File: config.mk
export PLATFORM = sky130hd
export DESIGN_NAME = cie94_isqrt
export DESIGN_NICKNAME = d
export VERILOG_FILES = /design/src/rtl/cie94_pkg.sv /design/src/rtl/cie94_isqrt.sv
export SDC_FILE = /design/constraint.sdc
export NUM_CORES = 1
export LEC_CHECK = 0
export BUFFER_PORTS_ARGS = -buffer_cell sky130_fd_sc_hd__buf_2
export CAP_MARGIN = 10
export CELL_PAD_IN_SITES_DETAIL_PLACEMENT = 1
export CELL_PAD_IN_SITES_GLOBAL_PLACEMENT = 1
export CORE_MARGIN = 3
export CORE_UTILIZATION = 42
export CTS_CLUSTER_DIAMETER = 200
export CTS_CLUSTER_SIZE = 14
export DETAILED_ROUTE_END_ITERATION = 12
export PLACE_DENSITY = 0.89
export SYNTH_ARGS = -nofsm -noshare
export SYNTH_HDL_FRONTEND = slang
export SYNTH_SLANG_ARGS = --single-unit
File: constraint.sdc
create_clock -name clk -period 2.3 [get_ports clk]
set_input_delay 0.23 -clock clk [delete_from_list [all_inputs] [get_ports clk]]
set_output_delay 0.23 -clock clk [all_outputs]
set_load 0.01 [all_outputs]
File: src/rtl/cie94_pkg.sv
package cie94_pkg;

    localparam int CIE94_MAX_CENTROIDS = 64;

    // iterative square root: input width and root width
    localparam int SQRT_W = 54;
    localparam int ROOT_W = SQRT_W / 2;

    // iterative divider: numerator, divisor and quotient widths
    localparam int DIV_NW = 50;
    localparam int DIV_DW = 32;
    localparam int DIV_QW = 26;

    localparam logic [16:0] DIST_MAX = 17'h1FFFF;

    localparam logic REQ_LOAD    = 1'b0;
    localparam logic REQ_MEASURE = 1'b1;

    localparam logic MODE_EUCLID = 1'b0;
    localparam logic MODE_CIE94  = 1'b1;

    localparam logic [1:0] REG_METRIC_MODE    = 2'd0;
    localparam logic [1:0] REG_CENTROID_COUNT = 2'd1;
    localparam logic [1:0] REG_K1_COEFF       = 2'd2;
    localparam logic [1:0] REG_K2_COEFF       = 2'd3;

    typedef struct packed {
        logic              req_type;
        logic [5:0]        slot;
        logic [14:0]       l_value;
        logic signed [15:0] a_value;
        logic signed [15:0] b_value;
    } cdm_in_t;

    typedef struct packed {
        logic [5:0]  centroid_index;
        logic [16:0] distance;
        logic        last;
    } cdm_out_t;

    // one centroid as held in a ring cell, with its chroma worked out at load
    typedef struct packed {
        logic [14:0]        l_value;
        logic signed [15:0] a_value;
        logic signed [15:0] b_value;
        logic [15:0]        chroma;
    } cen_entry_t;

    typedef enum logic [4:0] {
        ST_IDLE,
        ST_SQA,
        ST_SQB,
        ST_ROOT,
        ST_ROOTW,
        ST_SC,
        ST_SH,
        ST_SHW,
        ST_DIFF,
        ST_DL,
        ST_DA,
        ST_DB,
        ST_DC,
        ST_DH,
        ST_HQ,
        ST_TC,
        ST_TH,
        ST_SQTC,
        ST_SQTH,
        ST_SUM,
        ST_FIN,
        ST_PUT,
        ST_REWIND
    } cdm_state_t;

endpackage

File: src/rtl/cie94_isqrt.sv
module cie94_isqrt #(
    parameter int W = cie94_pkg::SQRT_W
) (
    input  logic             clk,
    input  logic             rst_n,
    input  logic             start,
    input  logic [W-1:0]     x,
    output logic             done,
    output logic [W/2-1:0]   root
);
    import cie94_pkg::*;

    localparam int RW = W / 2;
    localparam int CW = $clog2(RW + 1);

    logic [W-1:0]  x_reg;
    logic [RW:0]   rem_reg;
    logic [RW-1:0] root_reg;
    logic [CW-1:0] cnt_reg;
    logic          busy_reg;
    logic          done_reg;

    logic [RW+2:0] rem_sh;
    logic [RW+2:0] trial;
    logic          take;

    // one root bit per cycle, two radicand bits brought down
    assign rem_sh = {rem_reg, x_reg[W-1:W-2]};
    assign trial  = {1'b0, root_reg, 2'b01};
    assign take   = (rem_sh >= trial);

    always_ff @(posedge clk or negedge rst_n)
    begin
        if (!rst_n)
        begin
            busy_reg <= 1'b0;
            done_reg <= 1'b0;
            cnt_reg  <= '0;
        end
        else
        begin
            done_reg <= 1'b0;
            if (start)
            begin
                busy_reg <= 1'b1;
                cnt_reg  <= CW'(RW);
            end
            else if (busy_reg)
            begin
                cnt_reg <= cnt_reg - 1'b1;
                if (cnt_reg == CW'(1))
                begin
                    busy_reg <= 1'b0;
                    done_reg <= 1'b1;
                end
            end
        end
    end

    always_ff @(posedge clk)
    begin
        if (start)
        begin
            x_reg    <= x;
            rem_reg  <= '0;
            root_reg <= '0;
        end
        else if (busy_reg)
        begin
            x_reg <= {x_reg[W-3:0], 2'b00};
            if (take)
            begin
                rem_reg  <= (RW+1)'(rem_sh - trial);
                root_reg <= {root_reg[RW-2:0], 1'b1};
            end
            else
            begin
                rem_reg  <= rem_sh[RW:0];
                root_reg <= {root_reg[RW-2:0], 1'b0};
            end
        end
    end

    assign done = done_reg;
    assign root = root_reg;

endmodule

Word level (Yosys, flattened, before mapping)
Index checks and enable logic that the tools add are counted.

Word-level logic and storage cells: 23. Output and inout bits: 28. Flip-flop bits (word level): 116.

Order comparisons: 1. Mux-type cells: 12. Reduce and logical (&&, ||, !) cells: 1. Equality and inequality tests: 1. $add $sub $neg: 2.

Operator list (count): 2-to-1 mux 54 bit (2); >= comparator 30 x 29 -> 1 bit (1); 2-to-1 mux 28 bit (1); subtractor 28 bit (1); 2-to-1 mux 5 bit (2); 2-to-1 mux 1 bit (7); equality test 5 x 1 -> 1 bit (second input constant) (1); subtractor 5 x 1 -> 5 bit (second input constant) (1); nonzero test 2 bit (1).

Longest topological paths before layout
Word-level depth: 4. Depth in mapped cells: 12. Gate-level depth less buffers: 10.

Worst setup path after synthesis
Ideal clock, no wire load.

Path kind: register to register. From: register root_reg[7] (netlist: root[7]). To: register rem_reg[23]. Library setup time: 0.086 ns. Slack: -0.277 ns. Arrival: 2.491 ns. Path buffers: 1. Data required time: 2.214 ns. Cell stages (with the launch flop): 12. Path through: dfxtp_1 -> inv_1 -> ha_1 -> a21oi_1 -> o21ai_2 -> a211oi_2 -> a31oi_2 -> nor4_4 -> o21ai_4 -> buf_6 -> mux2i_1 -> a211oi_1.

Longest elaborated chain between the ends: 2.

Ends and longest elaborated chain: start: declaration (line cie94_isqrt.sv:18) `logic [RW-1:0] root_reg;`; start signal: assignment (line cie94_isqrt.sv:74) `root_reg <= {root_reg[RW-2:0], 1'b1};`; start signal: assignment (line cie94_isqrt.sv:79) `root_reg <= {root_reg[RW-2:0], 1'b0};`; subtractor 28 bit or >= comparator 30 x 29 -> 1 bit (tied branches) (line cie94_isqrt.sv:73, cie94_isqrt.sv:30); 2-to-1 mux 28 bit (*) (line cie94_isqrt.sv:71) `if (take)`; end signal: assignment (line cie94_isqrt.sv:73) `rem_reg <= (RW+1)'(rem_sh - trial);`; end signal: assignment (line cie94_isqrt.sv:78) `rem_reg <= rem_sh[RW:0];`; end: declaration (line cie94_isqrt.sv:17) `logic [RW:0] rem_reg;`.

Mark *: on every way between the ends. The rest lies on a longest branch, timed or not. A chain may end at the register's enable or synchronous reset.

Worst setup path in the final report
From: register root_reg[7] (netlist: root[7]). To: register rem_reg[27].

Same word-level chain as after synthesis.

==> results.sh <==
export IMPL_switchingPower_mw=5.03
export IMPL_die_height_um=130
export IMPL_ys_seq_area_frac=0.452
export IMPL_setup_violations=29
export IMPL_coreArea_um2=14800
export IMPL_fin_ws_ns=-0.582
export IMPL_first_iter_violations=366
export IMPL_power_internal_mw=8.11
export IMPL_rsz0062_at_grt="true"
export IMPL_netlist_area_um2=6410
export IMPL_nets=862
export IMPL_worst_slew_pin_slew_ns=0.594
export IMPL_gp_congestion=0.857
export IMPL_path_class="reg2reg"
export IMPL_antenna_left=0
export IMPL_fin_util=0.604
export IMPL_fin_tns_setup_ns=-14.57
export IMPL_synthFlopType="dfxtp_1"
export IMPL_yosys_warnings=0
export IMPL_antenna_found_initial=0
export IMPL_synth_edff_count=54
export IMPL_vias=5472
export IMPL_worstReg2RegEnd="rem_reg[27]$_SDFFE_PP0P_"
export IMPL_arrival_ns=3.16
export IMPL_vdd_drop_max_uv=962
export IMPL_startpoint="root[7]$_SDFFE_PP0P_"
export IMPL_grt_pass1_vias=6101
export IMPL_ff2ff_path_depth=12
export IMPL_path_max_fanout=5
export IMPL_ff2ff_setup_slack_ns=-0.58
export IMPL_numCtsBuffers=17
export IMPL_status="finished with violations"
export IMPL_synth_largest_area_cell="edfxtp_1"
export IMPL_ys_ff_latch=116
export IMPL_io_buffers=84
export IMPL_place_area_um2=7790
export IMPL_die_w_um=130
export IMPL_drv_cap=0
export IMPL_worstReg2RegStart="root[7]$_SDFFE_PP0P_"
export IMPL_power_mw=13.1
export IMPL_slew_viol_final=0
export IMPL_htree_num_levels=4
export IMPL_max_slew_margin=0.604
export IMPL_dieArea_um2=16800
export IMPL_cp_data_required_time_ns=2.58
export IMPL_final_cell_area_um2=8910
export IMPL_switching_share=0.383
export IMPL_hpwl_mm=12.3
export IMPL_p_clk_frac=0.219
export IMPL_drcViolationCount=0
export IMPL_syn_num_nets=677
export IMPL_critical_path_endpoint="rem_reg[27]$_SDFFE_PP0P_"
export IMPL_period_minus_slack_ns=2.88
export IMPL_report_final_hold_viol_count=0
export IMPL_fin_crit_sh=1.25
export IMPL_finClkSkew_ns=0.0110
export IMPL_diodes=0
export IMPL_power_density_nw_per_um2=1470
export IMPL_leakagePower_nw=3.96
export IMPL_grt_max_degree=119
export IMPL_grt_remaining_overflow=0
export IMPL_area_growth_pct=39.0
export IMPL_wirelength_mm=21.5
export IMPL_syn_inst=589
export IMPL_clock_latency_ns=0.43
export IMPL_failed_checks="negative setup slack"
export IMPL_drive_above_1_share=0.471
export IMPL_synthTopCellsByArea="edfxtp_1, dfxtp_1, mux2_2, mux2i_1, ha_1"
export IMPL_endpoint_kind="register"
export IMPL_row_count=44
export IMPL_combPwrFrac=0.573
export IMPL_synth_avg_cell_area_um2=10.9
export IMPL_fmax_mhz=347
export IMPL_async_flop_share=0.0603
export IMPL_largest_reg_flops=54
export IMPL_clk_pin_slew_ns=0.06
export IMPL_cts_root_buf="clkbuf_16"
export IMPL_pre_cts_ws_ns=-0.349
export IMPL_grtUsageTotal=0.250
export IMPL_drt_pass1_iterations=5
export IMPL_io_pins=85
export IMPL_cts_buffer_depth=2
export IMPL_ys_types=65
export IMPL_seq_power_share=0.208
export IMPL_cts_sinks=116
export IMPL_synth_top_area_share=0.253
export IMPL_viasPerCell=5.64
export IMPL_grt_pass1_wl_mm=32.5
export IMPL_avgRoutedWirePerCell_um=22.1
export IMPL_worstSetupStartpointType="register"
export IMPL_cts_tree="done"
export IMPL_initial_core_util=0.435
export IMPL_hold_path_class="in2reg"
timing repair:
item / CTS / global route
setup buffers: 16 / 3
hold buffers: 1 / 0
endpoints found under the hold margin: 7 / 0
endpoints found under the setup margin: 29 / 29
cloned: 1 / 1
gates resized for setup: 26 / 29
pin swaps: 9 / 11
layout make-up:
cell class              count  area (um^2)
multi-input cells         405         3570
fillers                  1572         5840
clock inverters            15          203
inverters                  34          130
well taps                 184          230
flip-flops and latches    116         2930
clock buffers              17          425
repair buffers            200         1420
critical path, cell delays in order, from the launching register on:
cell and delay (ns):
dfxtp_4 0.36, inv_4 0.03, ha_4 0.27, nand4_1 0.21, nor4_4 0.41, a21bo_2 0.30
a31oi_4 0.19, nor4_4 0.08, o21ai_4 0.20, buf_6 0.16, buf_12 0.14, mux2i_2 0.25
a211oi_1 0.13
metrics by stage:
stage / hold slack [ns] / cells
3_3_place_gp: 0.0661 / 916
4_1_cts: 0.0894 / 966
5_1_grt: 0.0799 / 971
6_report: 0.0887 / 971
2_1_floorplan: -0.0656 / 589
3_5_place_dp: 0.0708 / 916
cells in the final DEF (no fill, tap or decap), types with 6 or more instances in the layout:
cell	instances
mux2i_1	39
xnor2_1	18
nand2b_1	7
ha_4	14
a211oi_1	22
xor2_1	10
nor2_1	64
a21o_1	11
clkbuf_16	18
nand2_1	11
inv_6	8
a21oi_1	21
mux2_2	52
inv_1	29
edfxtp_1	54
mux2i_2	8
nand3_1	7
buf_2	83
o21ai_0	11
buf_6	7
dfxtp_1	40
buf_4	102
dfxtp_2	10
ha_1	16
dfrtp_1	6
o2111ai_1	7
routing by layer:
layer / wire length [um] / track usage / up-vias
met2: 11500 / 0.459 / 192
met5: 0 / 0 / -
li1: - / - / 2516
met3: 1210 / 0.0730 / 58
met1: 8090 / 0.271 / 2706
met4: 743 / 0.0954 / 0
cells by family (layout without fill, tap and decap cells):
group,Yosys count,count (layout),share of synthesized area
compound gates,117,117,0.127
mux,103,103,0.171
xor+xnor,29,29,0.0396
simple gates,125,125,0.0966
flops,116,116,0.452
fa+ha+maj,31,31,0.0605
buf+inv,68,266,0.0535
synth_stat cells, types with 4 or more instances:
cell / number
nor3_1: 4
nand2_1: 12
ha_1: 31
xor2_1: 10
nand2b_1: 7
xnor2_1: 19
a31oi_1: 4
nor2b_1: 5
nand3_1: 7
edfxtp_1: 54
nor2_1: 64
dfrtp_1: 7
dfxtp_1: 55
buf_6: 7
clkbuf_1: 11
a211oi_1: 25
mux2i_1: 51
mux2_2: 52
a21o_1: 11
a21oi_1: 26
o2111ai_1: 7
inv_1: 34
nand4_1: 5
buf_1: 8
o211ai_1: 4
o21ai_0: 15
worst min-delay path by stage:
stage / from / cells past startpoint / endpoint / slack [ns]
5_1_grt: x[0] / 2 / x_reg[0]$_SDFFCE_PN0P_ / 0.08
4_1_cts: x[0] / 2 / x_reg[0]$_SDFFCE_PN0P_ / 0.09
3_3_place_gp: rst_n / 1 / cnt_reg[1]$_DFFE_PN0P_ / 0.07
3_5_place_dp: rst_n / 1 / cnt_reg[3]$_DFFE_PN0P_ / 0.07
2_1_floorplan: rst_n / 0 / busy_reg$_DFF_PN0_ / -0.07
6_report: x[0] / 2 / x_reg[0]$_SDFFCE_PN0P_ / 0.09
power groups by stage:
stage | logic (mW) | registers [mW] | clock network, mW
2_1_floorplan | 3.75 | 2.69 | 0
3_3_place_gp | 5.18 | 2.70 | 0
3_5_place_dp | 5.52 | 2.73 | 0
4_1_cts | 6.41 | 2.71 | 2.89
5_1_grt | 7.95 | 2.76 | 3.00
6_report | 7.53 | 2.73 | 2.88
Power figures use the tool's default switching activity.
