$ cat src/rtl/cie94_pkg.sv
package cie94_pkg;

    localparam int CIE94_MAX_CENTROIDS = 64;

    // iterative square root: input width and root width
    localparam int SQRT_W = 54;
    localparam int ROOT_W = SQRT_W / 2;

    // iterative divider: numerator, divisor and quotient widths
    localparam int DIV_NW = 50;
    localparam int DIV_DW = 32;
    localparam int DIV_QW = 26;

    localparam logic [16:0] DIST_MAX = 17'h1FFFF;

    localparam logic REQ_LOAD    = 1'b0;
    localparam logic REQ_MEASURE = 1'b1;

    localparam logic MODE_EUCLID = 1'b0;
    localparam logic MODE_CIE94  = 1'b1;

    localparam logic [1:0] REG_METRIC_MODE    = 2'd0;
    localparam logic [1:0] REG_CENTROID_COUNT = 2'd1;
    localparam logic [1:0] REG_K1_COEFF       = 2'd2;
    localparam logic [1:0] REG_K2_COEFF       = 2'd3;

    typedef struct packed {
        logic              req_type;
        logic [5:0]        slot;
        logic [14:0]       l_value;
        logic signed [15:0] a_value;
        logic signed [15:0] b_value;
    } cdm_in_t;

    typedef struct packed {
        logic [5:0]  centroid_index;
        logic [16:0] distance;
        logic        last;
    } cdm_out_t;

    // one centroid as held in a ring cell, with its chroma worked out at load
    typedef struct packed {
        logic [14:0]        l_value;
        logic signed [15:0] a_value;
        logic signed [15:0] b_value;
        logic [15:0]        chroma;
    } cen_entry_t;

    typedef enum logic [4:0] {
        ST_IDLE,
        ST_SQA,
        ST_SQB,
        ST_ROOT,
        ST_ROOTW,
        ST_SC,
        ST_SH,
        ST_SHW,
        ST_DIFF,
        ST_DL,
        ST_DA,
        ST_DB,
        ST_DC,
        ST_DH,
        ST_HQ,
        ST_TC,
        ST_TH,
        ST_SQTC,
        ST_SQTH,
        ST_SUM,
        ST_FIN,
        ST_PUT,
        ST_REWIND
    } cdm_state_t;

endpackage

$ cat src/rtl/cie94_cell.sv
module cie94_cell (
    input  logic                  clk,
    input  logic                  shift,
    input  logic                  wr_en,
    input  cie94_pkg::cen_entry_t wr_data,
    input  cie94_pkg::cen_entry_t nbr,
    output cie94_pkg::cen_entry_t entry
);
    import cie94_pkg::*;

    cen_entry_t entry_reg;

    // load from the write port, else take the neighbour's entry on a shift
    always_ff @(posedge clk)
    begin
        if (wr_en)
        begin
            entry_reg <= wr_data;
        end
        else if (shift)
        begin
            entry_reg <= nbr;
        end
    end

    assign entry = entry_reg;

endmodule

$ cat config.mk
export PLATFORM = sky130hd
export DESIGN_NAME = cie94_cell
export DESIGN_NICKNAME = d
export VERILOG_FILES = /design/src/rtl/cie94_pkg.sv /design/src/rtl/cie94_cell.sv
export SDC_FILE = /design/constraint.sdc
export NUM_CORES = 1
export LEC_CHECK = 0
export BUFFER_PORTS_ARGS = -buffer_cell sky130_fd_sc_hd__buf_4
export CORE_MARGIN = 5
export CORE_UTILIZATION = 25
export CTS_CLUSTER_DIAMETER = 120
export CTS_CLUSTER_SIZE = 28
export DETAILED_ROUTE_END_ITERATION = 10
export PLACE_DENSITY = 0.54
export SYNTH_ARGS = -nofsm -noshare
export SYNTH_HDL_FRONTEND = slang
export SYNTH_SLANG_ARGS = --single-unit
export TNS_END_PERCENT = 30
$ cat constraint.sdc
create_clock -name clk -period 2.7 [get_ports clk]
set_input_delay 0.27 -clock clk [delete_from_list [all_inputs] [get_ports clk]]
set_output_delay 0.27 -clock clk [all_outputs]
set_load 0.05 [all_outputs]
# Word level (Yosys, flattened, before mapping)
# Cells that the tools add are included.
# totals
register_bits,63
in_bits,129
out_inout_bits,63
elab_cells,7
# op_classes
n_reduce_logical,1
n_mux,2
# op_table
operator,count
63-bit 2-to-1 mux,2
2-bit nonzero test,1

# Longest topological paths before layout
# Gate-level depths: netlist (run 1).
# logic_depth
word_depth,2
mapped_depth,3
mapped_depth_nobuf,1

# Worst setup path after synthesis (run 1)
# Ideal clock, no wire load.
# synth_path
path_type,input port to flip-flop
startpoint,in wr_en
endpoint,"reg entry_reg, in the netlist entry[0] (enable)"
t_arrival_ns,2.016
setup_ns,0.425
required_ns,2.275
cell_stages,3
slack_ns,0.260
path_buffers,2
path_cell_list,buf_6 -> buf_12 -> or2_1
# synth_via
elab_chain_cells,1
# synth_rtl
item,line_no,text
start: declaration,cie94_cell.sv:4,"input logic wr_en,"
2-bit nonzero test (no line),-,
end signal: assignment,cie94_cell.sv:18,entry_reg <= wr_data;
end signal: assignment,cie94_cell.sv:22,entry_reg <= nbr;
end: declaration,cie94_cell.sv:11,cen_entry_t entry_reg;
# Every way passes these cells.
# A chain may end at the register's enable or synchronous reset.

# Worst setup path in the final report (run 1)
# layout_path
startpoint,"reg entry_reg, in the netlist entry[10]"
endpoint,out entry[10] (netlist name)
# layout_lines
item,line_no,text
end: declaration,cie94_cell.sv:7,output cie94_pkg::cen_entry_t entry
# No word-level cell between the ends.

==> impl_metrics.py, run 1 <==
metrics = {
    "routing": {
        "via_per_inst": 4.05,
        "wl_microns": 7430,
        "drtIter0Drc": 55,
        "vias": 1930,
        "antenna_left": 0,
        "dr.pass1.iters": 3,
        "drc_errors": 0,
        "routedWlPerCell_microns": 15.6,
    },
    "grt": {
        "grt_usage_pct": 10.2,
        "grt_pass1_vias": 2148,
        "grt_pass1_wl_microns": 11200,
        "grt_use_met2_pct": 16.1,
        "grt_max_degree": 64,
        "use_met3_pct": 5.31,
        "antenna_found_initial": 0,
        "grt.overflow.total": 0,
        "use_met1_pct": 11.4,
        "gr-max-usage-layer": "met2",
    },
    "yosys": {
        "synth_edf_count": 63,
        "synth_top_area_cell": "edfxtp_1",
        "yosysSeqAreaShare_pct": 63.9,
        "yosys-top-cells-area": "edfxtp_1 (64%), mux2_4 (30%), buf_12 (4.1%), mux2_2 (1.5%), buf_6 (0.38%)",
        "ys_warn_count": 0,
        "syn_area_per_cell_sq_um": 22.1,
        "syn_area_sq_um": 2960,
        "synthTopCellsByCount": "edfxtp_1 (63), mux2_4 (59), buf_12 (6), mux2_2 (4)",
        "ys_ff_latch": 63,
        "synth_top_area_share_pct": 63.9,
        "synth_most_common_cell": "edfxtp_1",
        "synthFlopType": "edfxtp_1",
        "synth.distinct_cells": 6,
        "syn-num-nets": 263,
        "async_flop_share_pct": 0,
        "syn_inst": 134,
    },
    "critical_path": {
        "start_kind": "register",
        "critPathKind": "reg -> out",
        "slowest_stage": "edfxtp_1",
        "crit_chain": "buf_4",
        "cpPeakStageDelay_ns": 0.39,
        "cp_max_fo": 1,
        "cp_data_arrival_time_ns": 0.91,
        "cp-end-kind": "output port",
        "critPathTopFamily": "flip-flops",
        "cp_num_buf_inv": 1,
        "critPathRequiredTime_ns": 2.43,
    },
    "timing": {
        "hold_ws_ns": 0.249,
        "fin_crit_ns": 1.18,
        "fmax_ghz": 0.849,
        "hold_violations": 0,
        "max-slew-margin-rel_pct": 42.9,
        "rsz0062_at_grt": "false",
        "max_slew.worst_pin.slew_ns": 0.856,
        "setup_viol": 0,
        "tns_ns": 0,
        "finalCritPeriodShare_pct": 43.6,
        "drv_slew": 0,
    },
    "clock_network": {
        "ctsLongestPathBuffers": 2,
        "path_clk_slew_ns": 0.05,
        "cts_setup_buffers": 0,
        "cts_root_buffer": "clkbuf_16",
        "cts_resized": 0,
        "cts_tree": "yes",
        "ctsHoldBuffers": 0,
        "cts_buffers": 9,
        "cts.sinks": 63,
        "ctsHtreeMaxLevel": 3,
    },
    "cells_and_area": {
        "largest_reg_flops": 63,
        "fin_nets": 459,
        "n_antenna_cell": 0,
        "fillers": 1090,
        "drive_gt1_share_pct": 79.9,
        "synthToLayoutAreaGrowth_pct": 59.1,
    },
    "placement": {
        "gp_congestion": 0.708,
        "portBuffers": 191,
        "hpwlAfterDp_microns": 5700,
    },
    "floorplan": {
        "io_pins": 192,
        "start_util_pct": 25.7,
        "rows": 39,
        "core_region_area_sq_um": 11500,
        "die_w_microns": 119,
        "dieArea_sq_um": 14100,
        "fp.dieH_microns": 119,
    },
    "pwr": {
        "p_leak_uw": 0.00219,
        "irDropWorstVdd_mv": 0.226,
        "power_density_nw_per_um2": 652,
    },
    "outcome": {
        "status": "finished clean",
    },
    "hold_path": {
        "hold_path.class": "in -> reg",
    },
    "flow_run": {
        "maxCapViolCount": 0,
    },
}
## metal layers
metal	vias up	part of all wire, %
li1	919	-
met5	-	0
met2	125	46
met3	11	12
met4	0	1.9
met1	875	39
## logic make-up (layout without fill, tap and decap cells)
| logic type | count (synthesis) | in the layout | synth area share, % |
|---|---|---|---|
| mux | 63 | 63 | 31.4 |
| buf+inv | 7 | 206 | 4.44 |
| flops | 63 | 63 | 63.9 |
| simple gates | 1 | 1 | 0.211 |
## power by group
| part | internal (uW) | switching (uW) | leakage [uW] |
|---|---|---|---|
| logic | 357 | 513 | 0.00143 |
| clock network | 601 | 365 | 0.000120 |
| registers | 1200 | 30.9 | 0.000642 |
| total | 2160 | 909 | 0.00219 |
## stage by stage
stage / std cells / power [uW] / setup slack (ns) / area, sq um / util (%)
3_3_place_gp: 462 / 2130 / 1.20 / 4460 / 38.8
3_5_place_dp: 462 / 2140 / 1.18 / 4460 / 38.8
2_1_floorplan: 134 / 1810 / 0.260 / 2960 / -
6_report: 476 / 3070 / 1.52 / 4710 / 40.9
4_1_cts: 476 / 3120 / 1.49 / 4710 / 40.9
5_1_grt: 476 / 3190 / 1.46 / 4710 / 40.9
## cells in the final DEF, fill, tap and decap left out, drive strengths merged
cell type,n
buf,192
clkbuf,11
clkinv,3
edfxtp,63
mux2,63
or2,1
## path summary, 6_finish.rpt
check | startpoint | end | slack [ns] | cells after the start
min | wr_data[52] | entry[52]$_DFFE_PP_ | 0.25 | 2
max | entry[10]$_DFFE_PP_ | entry[10] | 1.52 | 1
## area by class of cell
type                    instances  area, sq um  area share, %
repair buffers                192         1450           30.9
clock buffers                  11          233           4.94
flip-flops and latches         63         1890           40.2
clock inverters                 3         12.5          0.266
multi-input cells              64          940           20.0
well taps                     143          179           3.80
Power figures use the tool's default switching activity.
==> inputs of run 2 (changes only) <==
--- a/config.mk
+++ b/config.mk
@@ -11,7 +11,7 @@
 export CTS_CLUSTER_DIAMETER = 120
 export CTS_CLUSTER_SIZE = 28
 export DETAILED_ROUTE_END_ITERATION = 10
-export PLACE_DENSITY = 0.54
+export PLACE_DENSITY = 0.56
 export SYNTH_ARGS = -nofsm -noshare
 export SYNTH_HDL_FRONTEND = slang
 export SYNTH_SLANG_ARGS = --single-unit
==> constraint.sdc (replaced) <==
create_clock -name clk -period 1 [get_ports clk]
set_input_delay 0.1 -clock clk [delete_from_list [all_inputs] [get_ports clk]]
set_output_delay 0.1 -clock clk [all_outputs]
set_load 0.05 [all_outputs]
==> run 2 against run 1 <==
Against the previous run:
- the run now ends with setup timing left
- final cell count rose by 1.1%
- worst hold slack worse by 0.17 ns
- first-iteration DRC count grew 29%
- critical path depth is the same
- via count up 1.0%
- wire length rose by 3.4%
- total power grew to 2.8 times the previous value
- non-clock buffer count increased by 6
- clock power rose to 2.7 times the previous value
- critical path type unchanged
==> impl_metrics.py, run 2 (synthesis results as in run 1) <==
metrics = {
    "outcome": {
        "status": "complete, but fails checks",
        "violations": "setup timing",
    },
    "critical_path": {
        "critPathTopFamily": "flip-flops",
        "crit_chain": "buf_6",
        "cp_data_arrival_time_ns": 0.95,
        "start_kind": "register",
        "cpPeakStageDelay_ns": 0.44,
        "cp-end-kind": "output port",
        "critPathKind": "reg -> out",
        "slowest_stage": "edfxtp_1",
        "cp_max_fo": 1,
        "cp_num_buf_inv": 1,
        "critPathRequiredTime_ns": 0.90,
    },
    "timing": {
        "fmax_ghz": 0.955,
        "fin_crit_ns": 1.05,
        "hold_violations": 0,
        "tns_ns": -0.0466,
        "hold_ws_ns": 0.0782,
        "drv_slew": 0,
        "rsz0062_at_grt": "true",
        "finalCritPeriodShare_pct": 105,
        "final.setup.worst_slack_ns": -0.0466,
        "max_slew.worst_pin.slew_ns": 0.169,
        "setup_viol": 1,
        "max-slew-margin-rel_pct": 88.7,
    },
    "clock_network": {
        "cts_root_buffer": "clkbuf_16",
        "ctsHtreeMaxLevel": 3,
        "cts_buffers": 9,
        "cts_tree": "yes",
        "cts_setup_buffers": 0,
        "ctsLongestPathBuffers": 2,
        "cts.sinks": 63,
        "path_clk_slew_ns": 0.05,
    },
    "routing": {
        "wl_microns": 7680,
        "via_per_inst": 4.05,
        "drc_errors": 0,
        "dr.pass1.iters": 4,
        "antenna_left": 0,
        "routedWlPerCell_microns": 16.0,
        "vias": 1950,
        "drtIter0Drc": 71,
    },
    "cells_and_area": {
        "mostFrequentLayoutCell": "buf_4",
        "fin_nets": 465,
        "layout_common_cells": "buf_4 (141), edfxtp_1 (63), mux2_4 (59)",
        "postLayoutCellArea_sq_um": 5000,
        "synthToLayoutAreaGrowth_pct": 69.1,
        "fin_util_pct": 43.5,
        "instances_no_fill": 481,
        "n_antenna_cell": 0,
        "drive_gt1_share_pct": 80.5,
        "largest_reg_flops": 63,
    },
    "grt": {
        "use_met3_pct": 3.89,
        "gr-max-usage-layer": "met2",
        "grt_max_degree": 30,
        "grt_use_met2_pct": 19.1,
        "grt_usage_pct": 10.8,
        "grt_pass1_wl_microns": 11700,
        "grt.overflow.total": 0,
        "use_met1_pct": 10.8,
        "antenna_found_initial": 0,
        "grt_pass1_vias": 2233,
    },
    "floorplan": {
        "fp.dieH_microns": 119,
        "dieArea_sq_um": 14100,
        "rows": 39,
        "core_region_area_sq_um": 11500,
        "die_w_microns": 119,
        "start_util_pct": 25.7,
        "io_pins": 192,
    },
    "hold_path": {
        "hold_path.class": "in -> reg",
    },
    "pwr": {
        "power_density_nw_per_um2": 1700,
        "p_leak_uw": 0.00231,
        "irDropWorstVdd_mv": 0.648,
    },
    "placement": {
        "placed_cells": 468,
        "placed_area_sq_um": 4570,
        "hpwlAfterDp_microns": 6240,
        "gp_congestion": 0.701,
        "portBuffers": 191,
    },
    "flow_run": {
        "maxCapViolCount": 0,
    },
}
-- run 2: changes by cell type in the layout (fill, tap and decap cells not counted) --
| cell | before | now |
|---|---|---|
| buf_12 | 1 | 6 |
| buf_4 | 191 | 141 |
| buf_6 | 0 | 51 |
| clkbuf_1 | 2 | 0 |
| clkinv_1 | 2 | 3 |
-- run 2: report_power, final --
group          switching [uW]  internal [uW]  total (uW)  leakage, uW
logic                    1390           1140        2540      0.00155
registers                 124           3260        3380     0.000642
clock network             979           1600        2580     0.000120
-- run 2: metal layers --
layer | wire (microns) | up-vias
met5 | 0 | -
met4 | 184 | 0
met3 | 728 | 12
met2 | 4130 | 102
met1 | 2640 | 907
li1 | - | 929
-- run 2: path summary, 6_finish.rpt --
check | slack (ns) | cells past startpoint | startpoint | endpoint
worst min-delay path | 0.08 | 2 | wr_data[12] | entry[12]$_DFFE_PP_
worst max-delay path | -0.05 | 1 | entry[61]$_DFFE_PP_ | entry[61]
-- run 2: layout make-up --
class	count	area (sq um)
Clock inverter	4	16.3
Clock buffer	9	225
Fill cell	1051	6510
Multi-Input combinational cell	64	940
Sequential cell	63	1890
Tap cell	143	179
Timing Repair Buffer	198	1750
-- run 2: metrics by stage --
step	setup WS (ns)	power, uW
2_1_floorplan	-0.287	4890
3_3_place_gp	-0.0822	5790
3_5_place_dp	-0.104	5820
4_1_cts	-0.0674	8550
5_1_grt	-0.0727	8840
6_report	-0.0466	8490
-- run 2: repair_timing --
action,CTS,global route
endpoints found under the setup margin,25,46
pin swaps,0,0
resized for setup,25,26
hold buffers,0,0
cloned,0,0
