## src/rtl/cie94_pkg.sv

```systemverilog
package cie94_pkg;

    localparam int CIE94_MAX_CENTROIDS = 64;

    // iterative square root: input width and root width
    localparam int SQRT_W = 54;
    localparam int ROOT_W = SQRT_W / 2;

    // iterative divider: numerator, divisor and quotient widths
    localparam int DIV_NW = 50;
    localparam int DIV_DW = 32;
    localparam int DIV_QW = 26;

    localparam logic [16:0] DIST_MAX = 17'h1FFFF;

    localparam logic REQ_LOAD    = 1'b0;
    localparam logic REQ_MEASURE = 1'b1;

    localparam logic MODE_EUCLID = 1'b0;
    localparam logic MODE_CIE94  = 1'b1;

    localparam logic [1:0] REG_METRIC_MODE    = 2'd0;
    localparam logic [1:0] REG_CENTROID_COUNT = 2'd1;
    localparam logic [1:0] REG_K1_COEFF       = 2'd2;
    localparam logic [1:0] REG_K2_COEFF       = 2'd3;

    typedef struct packed {
        logic              req_type;
        logic [5:0]        slot;
        logic [14:0]       l_value;
        logic signed [15:0] a_value;
        logic signed [15:0] b_value;
    } cdm_in_t;

    typedef struct packed {
        logic [5:0]  centroid_index;
        logic [16:0] distance;
        logic        last;
    } cdm_out_t;

    // one centroid as held in a ring cell, with its chroma worked out at load
    typedef struct packed {
        logic [14:0]        l_value;
        logic signed [15:0] a_value;
        logic signed [15:0] b_value;
        logic [15:0]        chroma;
    } cen_entry_t;

    typedef enum logic [4:0] {
        ST_IDLE,
        ST_SQA,
        ST_SQB,
        ST_ROOT,
        ST_ROOTW,
        ST_SC,
        ST_SH,
        ST_SHW,
        ST_DIFF,
        ST_DL,
        ST_DA,
        ST_DB,
        ST_DC,
        ST_DH,
        ST_HQ,
        ST_TC,
        ST_TH,
        ST_SQTC,
        ST_SQTH,
        ST_SUM,
        ST_FIN,
        ST_PUT,
        ST_REWIND
    } cdm_state_t;

endpackage

```

## src/rtl/cie94_div.sv

```systemverilog
module cie94_div #(
    parameter int NW = cie94_pkg::DIV_NW,
    parameter int DW = cie94_pkg::DIV_DW,
    parameter int QW = cie94_pkg::DIV_QW
) (
    input  logic          clk,
    input  logic          rst_n,
    input  logic          start,
    input  logic [NW-1:0] num,
    input  logic [DW-1:0] den,
    output logic          done,
    output logic [QW-1:0] quot
);
    import cie94_pkg::*;

    localparam int CW = $clog2(QW + 1);

    logic [DW-1:0] rem_reg;
    logic [DW-1:0] den_reg;
    logic [QW-1:0] lo_reg;
    logic [CW-1:0] cnt_reg;
    logic          busy_reg;
    logic          done_reg;

    logic [DW:0]   rem_sh;
    logic          take;

    // restoring division, quotient known to fit QW bits so the top part starts below den
    assign rem_sh = {rem_reg, lo_reg[QW-1]};
    assign take   = (rem_sh >= {1'b0, den_reg});

    always_ff @(posedge clk or negedge rst_n)
    begin
        if (!rst_n)
        begin
            busy_reg <= 1'b0;
            done_reg <= 1'b0;
            cnt_reg  <= '0;
        end
        else
        begin
            done_reg <= 1'b0;
            if (start)
            begin
                busy_reg <= 1'b1;
                cnt_reg  <= CW'(QW);
            end
            else if (busy_reg)
            begin
                cnt_reg <= cnt_reg - 1'b1;
                if (cnt_reg == CW'(1))
                begin
                    busy_reg <= 1'b0;
                    done_reg <= 1'b1;
                end
            end
        end
    end

    always_ff @(posedge clk)
    begin
        if (start)
        begin
            rem_reg <= DW'(num[NW-1:QW]);
            lo_reg  <= num[QW-1:0];
            den_reg <= den;
        end
        else if (busy_reg)
        begin
            if (take)
            begin
                rem_reg <= DW'(rem_sh - {1'b0, den_reg});
            end
            else
            begin
                rem_reg <= rem_sh[DW-1:0];
            end
            lo_reg <= {lo_reg[QW-2:0], take};
        end
    end

    assign done = done_reg;
    assign quot = lo_reg;

endmodule
```

## config.mk

```make
export PLATFORM = sky130hd
export DESIGN_NAME = cie94_div
export DESIGN_NICKNAME = d
export VERILOG_FILES = /design/src/rtl/cie94_pkg.sv /design/src/rtl/cie94_div.sv
export SDC_FILE = /design/constraint.sdc
export NUM_CORES = 1
export LEC_CHECK = 0
export ABC_AREA = 1
export BUFFER_PORTS_ARGS = -buffer_cell sky130_fd_sc_hd__buf_2
export CORE_ASPECT_RATIO = 1.25
export CORE_UTILIZATION = 45
export DETAILED_ROUTE_END_ITERATION = 16
export GPL_TIMING_DRIVEN = 0
export PLACE_DENSITY = 0.7
export SYNTH_ARGS = -nofsm -noshare
export SYNTH_HDL_FRONTEND = slang
export SYNTH_SLANG_ARGS = --single-unit
```

## constraint.sdc

```tcl
create_clock -name clk -period 4.3 [get_ports clk]
set_input_delay 0.43 -clock clk [delete_from_list [all_inputs] [get_ports clk]]
set_output_delay 0.43 -clock clk [all_outputs]
set_load 0.01 [all_outputs]
```

; After elaboration in Yosys (flattened, before gate mapping)
; Index checks and enable logic that the tools add are counted.
; W data, S select, Z words.
[classes]
n_reduce_logical = 1
n_mux = 13
eq_ne = 1
addsub = 2
n_shift = 0
div = 0
n_bitwise = 0
magnitude_cmp = 1
multipliers = 0
[ops]
columns = cell, count
row1 = $mux W26, 2
row2 = $mux W24, 2
row3 = $ge A33 B32 Y1, 1
row4 = $mux W32, 1
row5 = $sub A32 B32 Y32, 1
row6 = $mux W5, 2
row7 = $mux W1, 6
row8 = $eq A5 B1 Y1 const B, 1
row9 = $sub A5 B1 Y5 const B, 1
row10 = $reduce_bool A2 Y1, 1
[word_totals]
rom_bits = 0
ramBits = 0
mem_count = 0
out_inout_bits = 27
ff_bits = 97
latchBits = 0
word_cells = 25

; Longest topological paths before layout
; Gate-level depths: netlist of run 1.
[depth]
ltp_word = 4
mapped_depth = 17

; Least setup slack after synthesis of run 1
; No wires, ideal clock.
[synth_path]
kind = input -> register
startpoint = input start
endpoint = register lo_reg[0], in the netlist quot[0] (enable)
arrival_time_ns = 1.754
t_required_ns = 3.895
path_stages = 3
path_slack_ns = 2.141
n_path_buf = 1
cell_sequence = clkbuf_1 > nor2_1 > inv_1
[synth_via]
elab_chain_cells = 1
[synth_lines]
columns = item, line_no
row1 = start: declaration, cie94_div.sv:8  ; input logic start,
row2 = $reduce_bool A2 Y1 (no source line), -
row3 = end signal: assignment, cie94_div.sv:65  ; lo_reg <= num[QW-1:0];
row4 = end signal: assignment, cie94_div.sv:78  ; lo_reg <= {lo_reg[QW-2:0], take};
row5 = end: declaration, cie94_div.sv:20  ; logic [QW-1:0] lo_reg;
; No other way between the ends.
; A chain may end at the register's enable or synchronous reset.

; Worst setup path after layout of run 1
[layout_path]
startpoint = register rem_reg[13]
endpoint = register rem_reg[20] (data pin)
[layout_via]
elab_chain_cells = 4
[layout_lines]
columns = item, line_no
row1 = start: declaration, cie94_div.sv:18  ; logic [DW-1:0] rem_reg;
row2 = start signal: assignment, cie94_div.sv:64  ; rem_reg <= DW'(num[NW-1:QW]);
row3 = start signal: assignment, cie94_div.sv:72  ; rem_reg <= DW'(rem_sh - {1'b0, den_reg});
row4 = start signal: assignment, cie94_div.sv:76  ; rem_reg <= rem_sh[DW-1:0];
row5 = $sub A32 B32 Y32 or $ge A33 B32 Y1 (tied branches), "cie94_div.sv:72, cie94_div.sv:30"
row6 = $mux W32 *, cie94_div.sv:70  ; if (take)
row7 = $mux W24 *, cie94_div.sv:68  ; else if (busy_reg)
row8 = $mux W24 *, cie94_div.sv:62  ; if (start)
; Mark *: on every way between the ends. The rest lies on a longest branch, timed or not. The select of a mux whose other input is x is not followed.

==> results of run 1 <==
==> worst max-delay path by stage <==
stage	startpoint	to	slack, ns	depth (start not counted)
after floorplan	start	quot[0]	2.14	3
final	rem_reg[13]	rem_reg[20]	1.74	13
after global placement	start	rem_reg[12]	0.69	4
after detailed placement	start	rem_reg[13]	1.48	5
after global routing	rem_reg[22]	rem_reg[12]	1.54	13
after CTS	rem_reg[13]	rem_reg[20]	1.74	13
==> where the power goes <==
group / leakage (uW) / switching, uW / internal, uW / total (uW)
Clock: 0.000147 / 384 / 461 / 845
Sequential: 0.00100 / 104 / 1240 / 1350
Combinational: 0.00323 / 1600 / 921 / 2520
==> worst reg2reg max path, cell delays in order (launching register included) <==
cell,delay (ns)
edfxtp_1,0.44
ha_1,0.42
nand2_1,0.12
nor2_1,0.20
nand2_1,0.10
nor2_1,0.19
nand2_1,0.10
nand2_1,0.11
nor2_4,0.08
nand2_4,0.13
buf_4,0.21
nand2_1,0.08
nand3_1,0.08
nand2_1,0.06
==> cell type report <==
type	count	area [sq um]
buffer	21	118
clock buffer	10	229
clock inverter	6	73.8
fill	1482	6660
inverter	173	649
multi-input combinational	674	3260
sequential	97	2800
tap	178	223
timing repair buffer	113	586
==> cells by family (layout without fill, tap and decap cells) <==
group,count (synthesis),count (layout)
AO/OA/AOI/OAI,33,33
XOR/XNOR,14,14
flip-flops,97,97
adder cells (fa/ha/maj),35,35
AND/OR/NAND/NOR,592,592
buffers and inverters,194,323
==> metrics by stage <==
step,utilization,total power (uW),instances
floorplan,-,3200,965
global placement,0.521,3830,1254
detailed placement,0.522,3860,1255
CTS,0.544,4720,1272
global route,0.544,5120,1272
finish,0.544,4720,1272
==> layer usage <==
metal,track usage,vias to the layer above
met3,0.0536,40
met4,0.105,0
met2,0.422,200
li1,-,3244
met5,0,-
met1,0.288,2808
==> cells in the mapped netlist (6+ instances only) <==
cell | count | share of area
and2_1 | 6 | 0.0055
dfxtp_1 | 8 | 0.023
nor2_1 | 49 | 0.027
xnor2_1 | 13 | 0.017
clkbuf_1 | 10 | 0.0055
inv_1 | 165 | 0.091
nand4_1 | 9 | 0.0083
nand3_1 | 76 | 0.056
a21oi_1 | 21 | 0.015
nand3b_1 | 26 | 0.029
edfxtp_1 | 82 | 0.36
nand2_1 | 410 | 0.23
ha_1 | 34 | 0.062
dfrtp_1 | 7 | 0.026
==> cell usage in the layout, fill, tap and decap left out, drive strengths merged <==
master         n
a21oi         22
a22oi          1
a31oi          1
and2           6
and3           1
buf          123
bufinv         1
clkbuf        20
clkinv         5
clkinvlp       1
dfrtp          7
dfxtp          8
dlygate4sd3    1
edfxtp        82
fa             1
ha            34
inv          172
nand2        417
nand3         77
nand3b        26
nand4          9
nor2          52
nor3           2
nor4           1
o21a           2
o21ai          5
o21bai         2
or2            1
xnor2         13
xor2           1
==> results.md, run 1 <==
* Async set-reset flop share out of synthesis at 0.0722
* Die Wd at 112 microns
* Metal3 WL at 1.06 mm
* Mux share of post-synthesis cell area at 0
* Worst-case reg-to-reg path depth at 13
* Die Ht at 140 microns
* Hold Path Sink: den_reg[7]
* Via density at 4.95
* Synth Cell Area at 6820 sq um
* Synth cell types at 37
* Placement Setup Slack at 1.48 ns
* Antenna cells at 0
* Worst path slowest cell: edfxtp_1
* Worst Tran Pin Value at 0.842 ns
* Largest net degree at the start of global routing at 34
* Flops & latches, synth at 97
* Max-Slew Margin vs Limit at 0.439
* RR Startpoint: rem_reg[13]
* GRT Overall Usage at 0.243
* H-tree depth at 3
* Crit start category: flip-flop
* Clock Sinks at 97
* Leakage power at 0.00438 uW
* Worst hold path type: input port to flip-flop
* Vias at 6,292
* Initial Utilization at 0.468
* # DRC at 3
* Pwr dens at 594 nW/um^2
* Worst-path clk slew at 0.08 ns
* Critical Path Sink Type: flip-flop
* Max Used Layer: met4
* Clk buf depth at 2
* Final HPWL DP at 14.5 mm
* Simple-gate share of the synthesized area at 0.368
* Routed WL per cell at 14.3 microns
* Setup bufs post-CTS at 0
* Met2 routed WL at 8.73 mm
* Largest family of logic cells by synthesized area: simple AND/OR/NAND/NOR gates
* Failing checks: DRC
* R2r setup slk at 1.74 ns
* RR Endpoint: rem_reg[20]
* Worst Path Arrival at 2.67 ns
* CP Buf/Inv Count at 1
* Fraction of layout cells with a size suffix above 1 at 0.141
* M1 WL at 7.86 mm
* Design area at 7940 sq um
* Hold path depth at 1
* Post-CTS sizing at 0
* Cell family with most CP delay: simple AND/OR/NAND/NOR gates
* F_max at 391 MHz
* Final setup viols at 0
* Min-Delay Startpoint: den[7]
* Layout area overhead at 16.3%
* Routed WL at 18.2 mm
* Status: finished, violations left
* Synthesized instance count at 965
* ANT nets after route at 0
* CTS Buf Count at 9
* Crit-path max FO at 10
* Sequential fraction of the synthesis area at 0.410
* CP max stage delay at 0.44 ns
* Final #Nets at 1,209
* Final hold vios at 0
* Ys Warns at 0
* Detailed Route Iter0 Violations at 345
* Clock tree from TritonCTS: done
* Setup TNS Final at 0 ns
* Final worst path period share at 0.595
* CTS Hold Bufs at 1
* Worst path cell trace: ha_1 > nand2_1 > nor2_1 > nand2_1 > nor2_1 > nand2_1 > nand2_1 > nor2_4 > nand2_4 > buf_4 > nand2_1 > nand3_1 > nand2_1
* Setup Skew at 0.0123 ns
* Post-Synthesis Mean Instance Area at 7.07 sq um
* Unrepaired setup endpoints after global routing: false
* Top FF cell, synth: edfxtp_1
* Post-Syn Nets at 1,085
* First-pass DRT Iterations at 11
* Maximum vdd drop at 0.233 mV
* Xor/xnor share of the synthesized area at 0.0180
* Floorplan die area at 15,700 sq um
* Worst Setup Path Type: flip-flop to flip-flop
* Wire length of the first global-routing pass at 29.4 mm
* Max-slew violation count at 0
* Placed cell area at 7620 sq um
* Port buffer count at 111
* Core outline area at 14,600 sq um
* Clk Latency, worst-skew pair at 0.36 ns
* Post-synth EDFFs at 82
* GP Congestion at 0.923
* CTS Root Cell: clkbuf_16
* Setup ws final at 1.74 ns
* MaxCap Viol Count at 0
* Compound-Gate Fraction of Synth Area at 0.0268
* Initial antenna violation count at 0
* Crit path required time at 4.41 ns
* Io pins at 112
* Gr ovfl total at 0
* Rows at 49
* Most used cell, CP: nand2_1
* Vias in the first global route at 6,201
* Post-Synth Adder-Cell Area at 0.0653
* Worst hold slack at 0.234 ns
* Min Tclk post-route at 2.56 ns
Power figures use the tool's default switching activity.
==> inputs of run 2 (changes only) <==
Settings changed: PLACE_DENSITY 0.7 to 0.73.
Clock period 4.3 ns to 2.3 ns, I/O delays scaled along.
==> run 2 against run 1 <==
  * The run still ends with DRC left
  * Clock power up 70%
  * Final cell count grew 2.6%
  * Final area rose by 13%
  * Register-to-register slack got worse by 1.7 ns
  * First-iteration DRC count increased by 7.5%
  * Total power is 120% higher
==> results.md, run 2 (same netlist as run 1, synthesis figures left out) <==
* P_sw at 4630 uW
* Port buffer count at 111
* Final setup viols at 0
* Core outline area at 14,600 sq um
* Rows at 49
* Commonest non-fill, non-tap cells in the layout: nand2_1 (365), inv_1 (157), buf_2 (111), edfxtp_1 (82), nand3_1 (64)
* Final HPWL DP at 14.3 mm
* Setup ws final at 0.0257 ns
* GP Congestion at 0.928
* ANT nets after route at 0
* Maximum vdd drop at 0.579 mV
* Routed WL per cell at 14.8 microns
* Clk buf depth at 2
* Placement Setup Slack at -0.237 ns
* Wire length of the first global-routing pass at 30.6 mm
* Worst-path clk slew at 0.07 ns
* Final worst path period share at 0.989
* Detailed Route Iter0 Violations at 371
* Initial antenna violation count at 0
* Vias at 6,503
* Clock tree from TritonCTS: done
* First-pass DRT Iterations at 10
* Fraction of layout cells with a size suffix above 1 at 0.269
* Failing checks: DRC
* Multi-input logic area at 3970 sq um
* Clock group share of total power at 0.137
* Final hold vios at 0
* Layout filler cell count at 1,324
* # DRC at 3
* Layout Utilization at 0.614
* Worst Tran Pin Value at 0.828 ns
* R2r setup slk at 0.03 ns
* Crit start category: flip-flop
* Sequential share of power at 0.252
* Leakage power at 0.00465 uW
* Min Tclk post-route at 2.27 ns
* Die Wd at 112 microns
* Vias in the first global route at 6,274
* Via density at 4.98
* Most common cell after layout, fill and taps aside: nand2_1
* Unrepaired setup endpoints after global routing: true
* Antenna cells at 0
* Clock Sinks at 97
* Int Power at 5870 uW
* CTS Root Cell: clkbuf_16
* H-tree depth at 3
* Layout area overhead at 31.4%
* Setup Skew at 0.00876 ns
* Routed WL at 19.4 mm
* Pwr dens at 1170 nW/um^2
* CTS Buf Count at 9
* Gr ovfl total at 0
* Min-Delay Startpoint: den[16]
* Worst hold path type: input port to flip-flop
* Combinational share of power at 0.612
* Worst Setup SP: den_reg[29]
* Initial Utilization at 0.468
* Clk Latency, worst-skew pair at 0.35 ns
* Io pins at 112
* Status: finished, violations left
* Largest net degree at the start of global routing at 44
* Worst Setup Path Type: flip-flop to flip-flop
* Die Ht at 140 microns
* Critical Path Sink Type: flip-flop
* Sw frac at 0.441
* Max-Slew Margin vs Limit at 0.448
* RR Startpoint: den_reg[29]
* F_max at 440 MHz
* Worst Path Arrival at 2.38 ns
* MaxCap Viol Count at 0
* Floorplan die area at 15,700 sq um
* Crit path required time at 2.40 ns
* Crit-path max FO at 8
* GRT Overall Usage at 0.252
* Final #Nets at 1,242
* Max-slew violation count at 0
* Area occupied by registers at 2800 sq um
[run 2: through the flow]
| step | cell area [sq um] | hold WS (ns) | total power [uW] | std cells | setup TNS [ns] |
|---|---|---|---|---|---|
| floorplan | 6820 | -0.0656 | 5980 | 965 | 0 |
| global placement | 7600 | 0.0756 | 7180 | 1254 | -61.52 |
| detailed placement | 7620 | 0.0745 | 7220 | 1255 | -12.48 |
| CTS | 8500 | 0.0359 | 9540 | 1292 | 0 |
| global route | 8970 | 0.0326 | 11200 | 1305 | -1.04 |
| finish | 8970 | 0.0458 | 10500 | 1305 | 0 |
[run 2: worst paths after layout]
check,to,depth (start not counted)
worst max-delay path,rem_reg[23],13
worst min-delay path,den_reg[16],1
worst max register to register,rem_reg[23],13
worst min register to register,rem_reg[28],2
max in group asynchronous,busy_reg,2
min in group asynchronous,cnt_reg[3],2
[run 2: worst max-delay path, stage by stage, from the launching register on]
cell and delay, ns:
edfxtp_1 0.32, inv_1 0.04, ha_2 0.39, nand2_2 0.11, nor3_4 0.23, nand2_2 0.13, nor2_4 0.14, nor2_4 0.06
buf_12 0.14, nand2_8 0.10, buf_12 0.16, nand2_4 0.07, nand3_2 0.06, nand2_1 0.07
[run 2: cell type report]
cell class / instances / share of cell area
multi-input cells: 674 / 0.443
flip-flops and latches: 97 / 0.312
repair buffers: 146 / 0.0971
inverters: 173 / 0.0727
clock buffers: 9 / 0.0251
well taps: 178 / 0.0248
plain buffers: 21 / 0.0193
clock inverters: 7 / 0.00614
[run 2: power by group through the flow]
stage               clock network, uW  registers [uW]  logic [uW]
global route                     1520            2680        7050
global placement                    0            2540        4640
floorplan                           0            2520        3460
CTS                              1460            2600        5480
detailed placement                  0            2550        4680
finish                           1440            2640        6420
[run 2: what timing repair did]
item	CTS	global route
cloned	0	1
endpoints found under the hold margin	7	0
buffers inserted	20	12
endpoints found under the setup margin	31	31
hold buffers	1	0
pin swaps	23	32
gates resized for setup	68	94
[run 2: metal layers]
layer	vias up	share of wire	global-route usage
met5	-	0	0
met4	0	0.023	0.0926
met3	28	0.053	0.0518
met2	187	0.50	0.449
met1	2967	0.42	0.297
li1	3321	-	-
